[config.mk]
export PLATFORM = sky130hd
export DESIGN_NAME = mlpf_level_ctrl
export DESIGN_NICKNAME = d
export VERILOG_FILES = /design/src/mlpf_pkg.sv /design/src/mlpf_level_ctrl.sv
export SDC_FILE = /design/constraint.sdc
export NUM_CORES = 1
export LEC_CHECK = 0
export BUFFER_PORTS_ARGS = -buffer_cell sky130_fd_sc_hd__buf_2
export CAP_MARGIN = 10
export CELL_PAD_IN_SITES_DETAIL_PLACEMENT = 0
export CELL_PAD_IN_SITES_GLOBAL_PLACEMENT = 1
export CORE_AREA = 10 10 339 210
export CTS_BUF_LIST = sky130_fd_sc_hd__clkbuf_16
export CTS_CLUSTER_DIAMETER = 60
export DETAILED_ROUTE_END_ITERATION = 10
export DIE_AREA = 0 0 349 220
export PLACE_DENSITY = 0.61
export SYNTH_ARGS = -nofsm -noshare
export SYNTH_HDL_FRONTEND = slang
export SYNTH_SLANG_ARGS = --single-unit
[constraint.sdc]
create_clock -name clk -period 7.9 [get_ports clk]
set_input_delay 0 -clock clk [delete_from_list [all_inputs] [get_ports clk]]
set_output_delay 0 -clock clk [all_outputs]
set_load 0.03 [all_outputs]
[src/mlpf_pkg.sv]
// ----------------------------------------------------------------------------
// mlpf_pkg
// Types and codes shared by the multi-level priority FIFO modules.
// ----------------------------------------------------------------------------
package mlpf_pkg;

  localparam logic ACT_ENQUEUE = 1'b0;
  localparam logic ACT_DEQUEUE = 1'b1;

  localparam logic [1:0] ST_ENQUEUED = 2'd0;
  localparam logic [1:0] ST_FULL     = 2'd1;
  localparam logic [1:0] ST_DEQUEUED = 2'd2;
  localparam logic [1:0] ST_EMPTY    = 2'd3;

  localparam logic [1:0] ADDR_QUEUE_DEPTH  = 2'd0;
  localparam logic [4:0] QUEUE_DEPTH_RESET = 5'd16;

  typedef struct packed {
    logic               action;
    logic signed [31:0] value;
    logic        [4:0]  priority_req;
  } req_item_t;

  typedef struct packed {
    logic signed [31:0] out_value;
    logic        [4:0]  out_priority;
    logic        [1:0]  status;
  } rsp_item_t;

  typedef struct packed {
    logic [1:0] status;
    logic [4:0] level;
  } op_t;

endpackage

[src/mlpf_level_ctrl.sv]
// ----------------------------------------------------------------------------
// mlpf_level_ctrl
// Per-level ring pointers and counts, highest-priority search and slot
// store addressing. Decides each item at the edge it is taken.
// ----------------------------------------------------------------------------
module mlpf_level_ctrl #(
  parameter int LEVELS      = 32,
  parameter int LEVEL_DEPTH = 16,
  parameter int DATA_WIDTH  = 32,
  localparam int ADDR_W = $clog2(LEVELS * LEVEL_DEPTH)
) (
  input  logic                  clk,
  input  logic                  rst,
  input  logic                  take,
  input  mlpf_pkg::req_item_t   req,
  input  logic [4:0]            depth,
  output mlpf_pkg::op_t         op,
  output logic                  wr_en,
  output logic [ADDR_W-1:0]     wr_addr,
  output logic [DATA_WIDTH-1:0] wr_data,
  output logic                  rd_en,
  output logic [ADDR_W-1:0]     rd_addr
);

  localparam int LVL_W = $clog2(LEVELS);
  localparam int PTR_W = $clog2(LEVEL_DEPTH);
  localparam int CNT_W = $clog2(LEVEL_DEPTH + 1);
  localparam int CMP_W = (CNT_W > 5) ? CNT_W + 1 : 6;

  logic [PTR_W-1:0] head  [LEVELS];
  logic [PTR_W-1:0] tail  [LEVELS];
  logic [CNT_W-1:0] count [LEVELS];

  logic [LEVELS-1:0] nonempty;
  logic              is_enq;
  logic              lvl_exists;
  logic              has_room;
  logic              enq_go;
  logic              deq_go;
  logic              any;
  logic [LVL_W-1:0]  enq_lvl;
  logic [LVL_W-1:0]  deq_lvl;
  logic [PTR_W-1:0]  tail_adv;
  logic [PTR_W-1:0]  head_adv;

  function automatic logic [PTR_W-1:0] advance(input logic [PTR_W-1:0] pos,
                                               input logic [4:0] dep);
    logic [CMP_W-1:0] nxt;
    nxt = CMP_W'(pos) + CMP_W'(1);
    if (nxt >= CMP_W'(dep)) begin
      return '0;
    end
    return PTR_W'(nxt);
  endfunction

  always_comb begin
    for (int i = 0; i < LEVELS; i++) begin
      nonempty[i] = (count[i] != '0);
    end
  end

  always_comb begin
    any     = 1'b0;
    deq_lvl = '0;
    for (int i = LEVELS - 1; i >= 0; i--) begin
      if (nonempty[i]) begin
        any     = 1'b1;
        deq_lvl = LVL_W'(i);
      end
    end
  end

  assign is_enq     = (req.action == mlpf_pkg::ACT_ENQUEUE);
  assign lvl_exists = (int'(req.priority_req) < LEVELS);
  assign enq_lvl    = LVL_W'(req.priority_req);
  assign has_room   = (CMP_W'(count[enq_lvl]) < CMP_W'(depth));
  assign enq_go     = is_enq && lvl_exists && has_room;
  assign deq_go     = !is_enq && any;
  assign tail_adv   = advance(tail[enq_lvl], depth);
  assign head_adv   = advance(head[deq_lvl], depth);

  assign wr_en   = take && enq_go;
  assign wr_addr = ADDR_W'(enq_lvl) * ADDR_W'(LEVEL_DEPTH) + ADDR_W'(tail[enq_lvl]);
  assign wr_data = DATA_WIDTH'($unsigned(req.value));
  assign rd_en   = take && deq_go;
  assign rd_addr = ADDR_W'(deq_lvl) * ADDR_W'(LEVEL_DEPTH) + ADDR_W'(head[deq_lvl]);

  always_ff @(posedge clk) begin
    if (rst) begin
      for (int i = 0; i < LEVELS; i++) begin
        head[i]  <= '0;
        tail[i]  <= '0;
        count[i] <= '0;
      end
    end else if (take) begin
      if (enq_go) begin
        tail[enq_lvl]  <= tail_adv;
        count[enq_lvl] <= count[enq_lvl] + CNT_W'(1);
      end else if (deq_go) begin
        head[deq_lvl]  <= head_adv;
        count[deq_lvl] <= count[deq_lvl] - CNT_W'(1);
      end
    end
  end

  always_ff @(posedge clk) begin
    if (take) begin
      if (is_enq) begin
        op.status <= enq_go ? mlpf_pkg::ST_ENQUEUED : mlpf_pkg::ST_FULL;
        op.level  <= '0;
      end else if (any) begin
        op.status <= mlpf_pkg::ST_DEQUEUED;
        op.level  <= 5'(deq_lvl);
      end else begin
        op.status <= mlpf_pkg::ST_EMPTY;
        op.level  <= '0;
      end
    end
  end

  a_one_store_op: assert property (@(posedge clk) disable iff (rst)
    !(wr_en && rd_en))
    else $error("slot store written and read in one cycle");

  a_read_is_dequeue: assert property (@(posedge clk) disable iff (rst)
    rd_en |=> op.status == mlpf_pkg::ST_DEQUEUED)
    else $error("store read without a dequeue result");

  a_no_op_is_reject: assert property (@(posedge clk) disable iff (rst)
    take && !wr_en && !rd_en |=>
      op.status == mlpf_pkg::ST_FULL || op.status == mlpf_pkg::ST_EMPTY)
    else $error("item without store access reported as done");

  a_write_fills: assert property (@(posedge clk) disable iff (rst)
    wr_en |=> nonempty != '0)
    else $error("levels empty right after a store");

endmodule

==> results.yml, run 1 <==
run_status:
  status: "completed"
global_route:
  antenna_found_initial: 6
  grt_max_degree: 52
  grt_overflow: 0
  track_usage_pct: 22.6
  met2_usage_pct: 28.6
  use_met1_pct: 35.4
  grtUsageMet3_pct: 8.60
  grt_pass1_wl_um: 125000
  grt.busiest_layer: "met1"
  first_global_vias: 16300
yosys:
  syn_nets: 1976
  ys_warn_count: 0
  synthMuxAreaShare_pct: 9.91
  synth_top_area_cell: "edfxtp_1"
  synth_common_cells: "423 x edfxtp_1, 313 x nor2_1, 156 x nor3_1, 106 x nand2_1, 104 x clkbuf_1"
  yosys_register_bits: 423
  synth.avg_cell_area_um2: 11.8
  async_flop_share_pct: 0
  synth_compound_area_share_pct: 9.84
  syn_area_mm2: 0.0225
  yosysTopAreaCellShare_pct: 56.5
  synth.most_common_cell: "edfxtp_1"
  synth.area.top_cells: "edfxtp_1 56%, mux4_2 7.2%, nor2_1 5.2%"
  postSynthCellCount: 1912
  synth-simple-area-share_pct: 18.3
  synth_top_family_by_area: "simple AND/OR/NAND/NOR gates"
  synth_fa_ha_area_share_pct: 1.00
  synth-edff-count: 423
  ys_seq_area_share_pct: 56.5
  synth_ff_type: "edfxtp_1"
  synth-xor-area-share_pct: 0.345
  synth.distinct_cells: 86
floorplanning:
  fp.dieW_um: 349
  initial_core_util_pct: 34.5
  row_count: 73
  coreArea_mm2: 0.0652
  io_pins: 105
  die_y_um: 220
  die_area_mm2: 0.0768
clocking:
  clk_latency_ns: 0.61
  cts_sinks: 423
  htreeDepth: 2
  clkTransAtPathRegs_ns: 0.06
  clockBufferDepth: 3
  postCtsResizedCells: 0
  cts_tree: "yes"
  root_buffer: "clkbuf_16"
  cts_buffers: 43
  post_cts_buffers: 0
  hold_buffers: 2
critical_path:
  worst_ep_arrival_time_ns: 7.28
  startpoint_type: "flop"
  critPathTopFamily: "simple AND/OR/NAND/NOR gates"
  cp.required_ns: 8.32
  cp_cell_sequence: "or4_1, nor4_1, nand4_2, nor3b_2, buf_4, nand2_1, o22ai_1, o31ai_1, a41oi_1, nor3_1, ha_1, ha_1, a21oi_1, nor2b_1, o21ai_0, nand2b_1, a21oi_1, buf_4, nand3_1, nor3_1"
  max_stage_delay_ns: 0.78
  critPathMaxFanout: 11
  path_class: "reg2reg"
  cp_num_buf_inv: 2
  end_kind: "flop"
  cp_slowest_cell: "nor3b_2"
worst_hold_path:
  hp-class: "in2out"
power:
  sequentialPowerShare_pct: 49.6
  p_leak_nw: 8.08
  p_comb_share_pct: 12.6
  p_per_area_mw_per_mm2: 212
  sw_frac_of_total_pct: 28.1
  internal_power_mw: 3.80
  max-vdd-ir-drop_v: 0.000146
  p_clk_share_pct: 37.9
  p_sw_mw: 1.48
sta:
  slew_viol_final: 0
  fin_crit_ns: 6.85
  setup_viol: 0
  finalSetupTns_ns: 0
  fin_worst_skew_ns: 0.0200
  slew-limit-headroom_pct: 14.7
  fmax_mhz: 146
  rsz0062_at_grt: "no"
  worst_pin_slew_ns: 1.28
  fin_ws_ns: 1.05
  hold_violations: 0
  hold_ws_ns: 0.0000392
  period_share_pct: 86.7
placement:
  dp_hpwl_um: 65000
  place_area_mm2: 0.0236
  place_congestion: 1.03
  dpl_worst_slack_ns: 1.34
  portBuffers: 40
layout:
  areaGrowthSynthToFinish_pct: 11.0
  final_area_mm2: 0.0250
  drive_above_1_share_pct: 17.5
  diodes: 0
  final_nets: 1960
route:
  drt-initial-drc-count: 2655
  vias: 17300
  drt-total-wl_um: 87800
  vias_per_cell: 6.19
  routedWlPerCell_um: 31.5
  drtPass1Iterations: 6
  ant_nets: 0
  route.detailed.drc: 0
job:
  cap_violations: 0
[through the flow]
step	utilization [%]	cells	power (mW)
5_1_grt	38.3	2790	5.44
3_5_place_dp	36.2	2711	3.32
4_1_cts	38.3	2790	5.30
6_report	38.3	2790	5.28
3_3_place_gp	36.2	2710	3.32
2_1_floorplan	-	1912	3.05
[power by group through the flow]
stage | Sequential, mW | Clock [mW] | Combinational (mW)
2_1_floorplan | 2.62 | 0 | 0.426
3_3_place_gp | 2.66 | 0 | 0.657
3_5_place_dp | 2.66 | 0 | 0.654
4_1_cts | 2.61 | 2.03 | 0.656
5_1_grt | 2.62 | 2.12 | 0.702
6_report | 2.62 | 2.00 | 0.664
[path summary, 6_finish.rpt]
path	from	end	slack (ns)	cells after the start
worst max register to register	count[14][1]$_SDFFCE_PN0P_	head[8][3]$_SDFFCE_PN0P_	1.05	20
worst min-delay path	req[7]	wr_data[2]	0.00004	0
worst max-delay path	count[14][1]$_SDFFCE_PN0P_	head[8][3]$_SDFFCE_PN0P_	1.05	20
worst min register to register	count[9][3]$_SDFFCE_PN0P_	op[2]$_SDFFCE_PN0P_	1.39	6
[cell families after synthesis]
kind of cell / after synthesis
compound gates: 303
xor+xnor: 8
fa+ha+maj: 18
buf+inv: 197
flops: 423
mux: 132
simple gates: 831
[flip-flops by register name (all words and copies together), names as in the netlist]
signal  flops
count     160
head      128
op          7
tail      128
[routing by layer]
| metal | share of wire, % | routed length, um |
|---|---|---|
| met3 | 14 | 12000 |
| met1 | 48 | 41900 |
| met2 | 37 | 32500 |
| met4 | 1.5 | 1300 |
| met5 | 0.046 | 40 |
[layout by cell type, fill, tap and decap left out, types with 10 or more instances in the layout]
master and instances:
a211oi_1 10, or4_1 37, o22ai_1 25, inv_1 24
nor3_1 155, buf_4 76, o211ai_1 10, o21bai_1 64
mux4_2 72, clkinv_2 11, nand4_1 21, clkbuf_16 43
edfxtp_1 423, or2_2 13, a21oi_1 30, nor2_1 313
a221oi_1 10, nor2_2 32, mux2i_1 56, and2_1 11
o21ai_0 27, nand2b_1 43, nand2_1 106, ha_1 18
a22oi_1 43, nand3_1 25, nor4_1 13, buf_2 37
[final cells by class]
cell class              instances  area (um^2)
well taps                     862         1080
flip-flops and latches        423        12700
fillers                      6376        40200
repair buffers                118          836
multi-input cells            1292         8960
clock buffers                  43         1080
clock inverters                34          248
inverters                      18         67.6
(Power assumes the default switching activity.)
==> run 2, diff against run 1 <==
--- a/config.mk
+++ b/config.mk
@@ -9,11 +9,11 @@
 export CAP_MARGIN = 10
 export CELL_PAD_IN_SITES_DETAIL_PLACEMENT = 0
 export CELL_PAD_IN_SITES_GLOBAL_PLACEMENT = 1
-export CORE_AREA = 10 10 339 210
+export CORE_AREA = 2 2 331 202
 export CTS_BUF_LIST = sky130_fd_sc_hd__clkbuf_16
 export CTS_CLUSTER_DIAMETER = 60
 export DETAILED_ROUTE_END_ITERATION = 10
-export DIE_AREA = 0 0 349 220
+export DIE_AREA = 0 0 333 204
 export PLACE_DENSITY = 0.61
 export SYNTH_ARGS = -nofsm -noshare
 export SYNTH_HDL_FRONTEND = slang
==> run 2 against run 1 <==
  * Maximum frequency fell by 8.0%
  * First-iteration DRC count fell by 11%
  * Largest power group unchanged
  * Register-to-register slack got worse by 0.60 ns
  * Via count fell by 0.24%
  * Critical path type unchanged
==> results.yml, run 2 (synthesized netlist as in run 1, its figures left out) <==
critical_path:
  cp_num_buf_inv: 3
  startpoint_type: "flop"
  critPathTopFamily: "compound AO/OA/AOI/OAI gates"
  path_class: "reg2reg"
  cp.required_ns: 8.29
  end_kind: "flop"
  cp_slowest_cell: "o31ai_1"
  critPathMaxFanout: 15
  worst_ep_arrival_time_ns: 7.84
  max_stage_delay_ns: 0.90
  cp_cell_sequence: "or4_1, o21a_1, o31ai_1, nand4_1, o21ai_4, buf_4, o211ai_1, o31ai_1, a41oi_1, nor3_1, ha_1, xor2_2, inv_1, ha_1, nor2b_1, o21ai_0, nand2b_1, a21oi_1, buf_4, nand3_1, nor3_1"
floorplanning:
  die_area_mm2: 0.0679
  die_y_um: 204
  fp.dieW_um: 333
  coreArea_mm2: 0.0652
  row_count: 73
  initial_core_util_pct: 34.5
  io_pins: 105
sta:
  fin_ws_ns: 0.452
  fin_worst_skew_ns: 0.0239
  period_share_pct: 94.3
  fin_crit_ns: 7.45
  hold_violations: 0
  setup_viol: 0
  fmax_mhz: 134
  slew-limit-headroom_pct: 18.7
  finalSetupTns_ns: 0
  rsz0062_at_grt: "no"
  slew_viol_final: 0
  worst_pin_slew_ns: 1.21
layout:
  reg_top3: "count: 160 flops, head: 128 flops, tail: 128 flops"
  final_core_util_pct: 38.1
  most-common-layout-cells: "423 x edfxtp_1, 313 x nor2_1, 154 x nor3_1, 106 x nand2_1, 72 x mux4_2"
  instances_no_fill: 2784
  regMostFlops: "count"
  largest_reg_flops: 160
  fillers: 6348
  drive_above_1_share_pct: 17.0
  ff_latch_area_mm2: 0.0127
  layout_commonest_cell: "edfxtp_1"
  areaGrowthSynthToFinish_pct: 10.5
  final_nets: 1951
  final_area_mm2: 0.0249
  multi_input_area_mm2: 0.00896
placement:
  dpl_worst_slack_ns: 0.851
  dp_cells: 2703
  dp_hpwl_um: 64000
  place_congestion: 1.06
  portBuffers: 40
  place_area_mm2: 0.0236
global_route:
  track_usage_pct: 25.6
  antenna_found_initial: 3
  first_global_vias: 16100
  met2_usage_pct: 32.1
  grtUsageMet3_pct: 9.75
  use_met1_pct: 40.9
  grt_pass1_wl_um: 125000
  grt.busiest_layer: "met1"
  grt_overflow: 0
  grt_max_degree: 56
clocking:
  cts_tree: "yes"
  htreeDepth: 2
  clk_latency_ns: 0.58
  cts_buffers: 42
  clkTransAtPathRegs_ns: 0.06
  clockBufferDepth: 3
  hold_buffers: 2
  post_cts_buffers: 0
  postCtsResizedCells: 0
  cts_sinks: 423
  root_buffer: "clkbuf_16"
route:
  drt-initial-drc-count: 2372
  ant_nets: 0
  drtPass1Iterations: 8
  vias: 17200
  vias_per_cell: 6.18
  drt-total-wl_um: 87400
  route.detailed.drc: 0
  routedWlPerCell_um: 31.4
worst_hold_path:
  hp-class: "in2out"
job:
  cap_violations: 0
power:
  max-vdd-ir-drop_v: 0.000128
  p_per_area_mw_per_mm2: 210
  p_leak_nw: 8.00
run_status:
  status: "completed"
run 2: final timing paths:
kind | startpoint | end | slack, ns | cells after the start
min | req[18] | wr_data[13] | 0.00007 | 0
max | count[19][1]$_SDFFCE_PN0P_ | head[15][2]$_SDFFCE_PN0P_ | 0.45 | 21
max reg2reg | count[19][1]$_SDFFCE_PN0P_ | head[15][2]$_SDFFCE_PN0P_ | 0.45 | 21
min reg2reg | count[11][0]$_SDFFCE_PN0P_ | op[3]$_SDFFCE_PN0P_ | 1.29 | 5
run 2: power breakdown:
group / switching (mW) / internal (mW)
sequential: 0.0726 / 2.55
clock: 0.907 / 1.03
combinational: 0.488 / 0.187
total: 1.47 / 3.76
run 2: metal layers:
layer	wire length (um)	vias to the layer above
met1	41800	8827
met3	11600	90
met4	1220	0
met2	32700	1060
li1	-	7239
met5	0	-
run 2: final cells by class:
class / count / share of cell area [%]
Sequential cell: 423 / 51.1
Multi-Input combinational cell: 1292 / 36.0
Tap cell: 862 / 4.34
Clock buffer: 43 / 4.33
Timing Repair Buffer: 110 / 3.11
Clock inverter: 34 / 0.820
Inverter: 18 / 0.272
Antenna cell: 2 / 0.0201
run 2: stage by stage:
| step | hold slack [ns] | power [mW] |
|---|---|---|
| global placement | 0.000205 | 3.33 |
| global route | 0.000170 | 5.38 |
| detailed placement | 0.000205 | 3.33 |
| CTS | 0.000205 | 5.24 |
| finish | 0.0000652 | 5.23 |
| floorplan | 0.0989 | 3.05 |
run 2: worst register-to-register path, delay by kind of cell, from the launching register on:
family                   cells  cell delay, ns
XOR/XNOR                     1            0.17
AND/OR/NAND/NOR              7            2.47
adder cells (fa/ha/maj)      2            0.61
buffers and inverters        3            0.74
flip-flops                   1            0.49
AO/OA/AOI/OAI                8            2.79
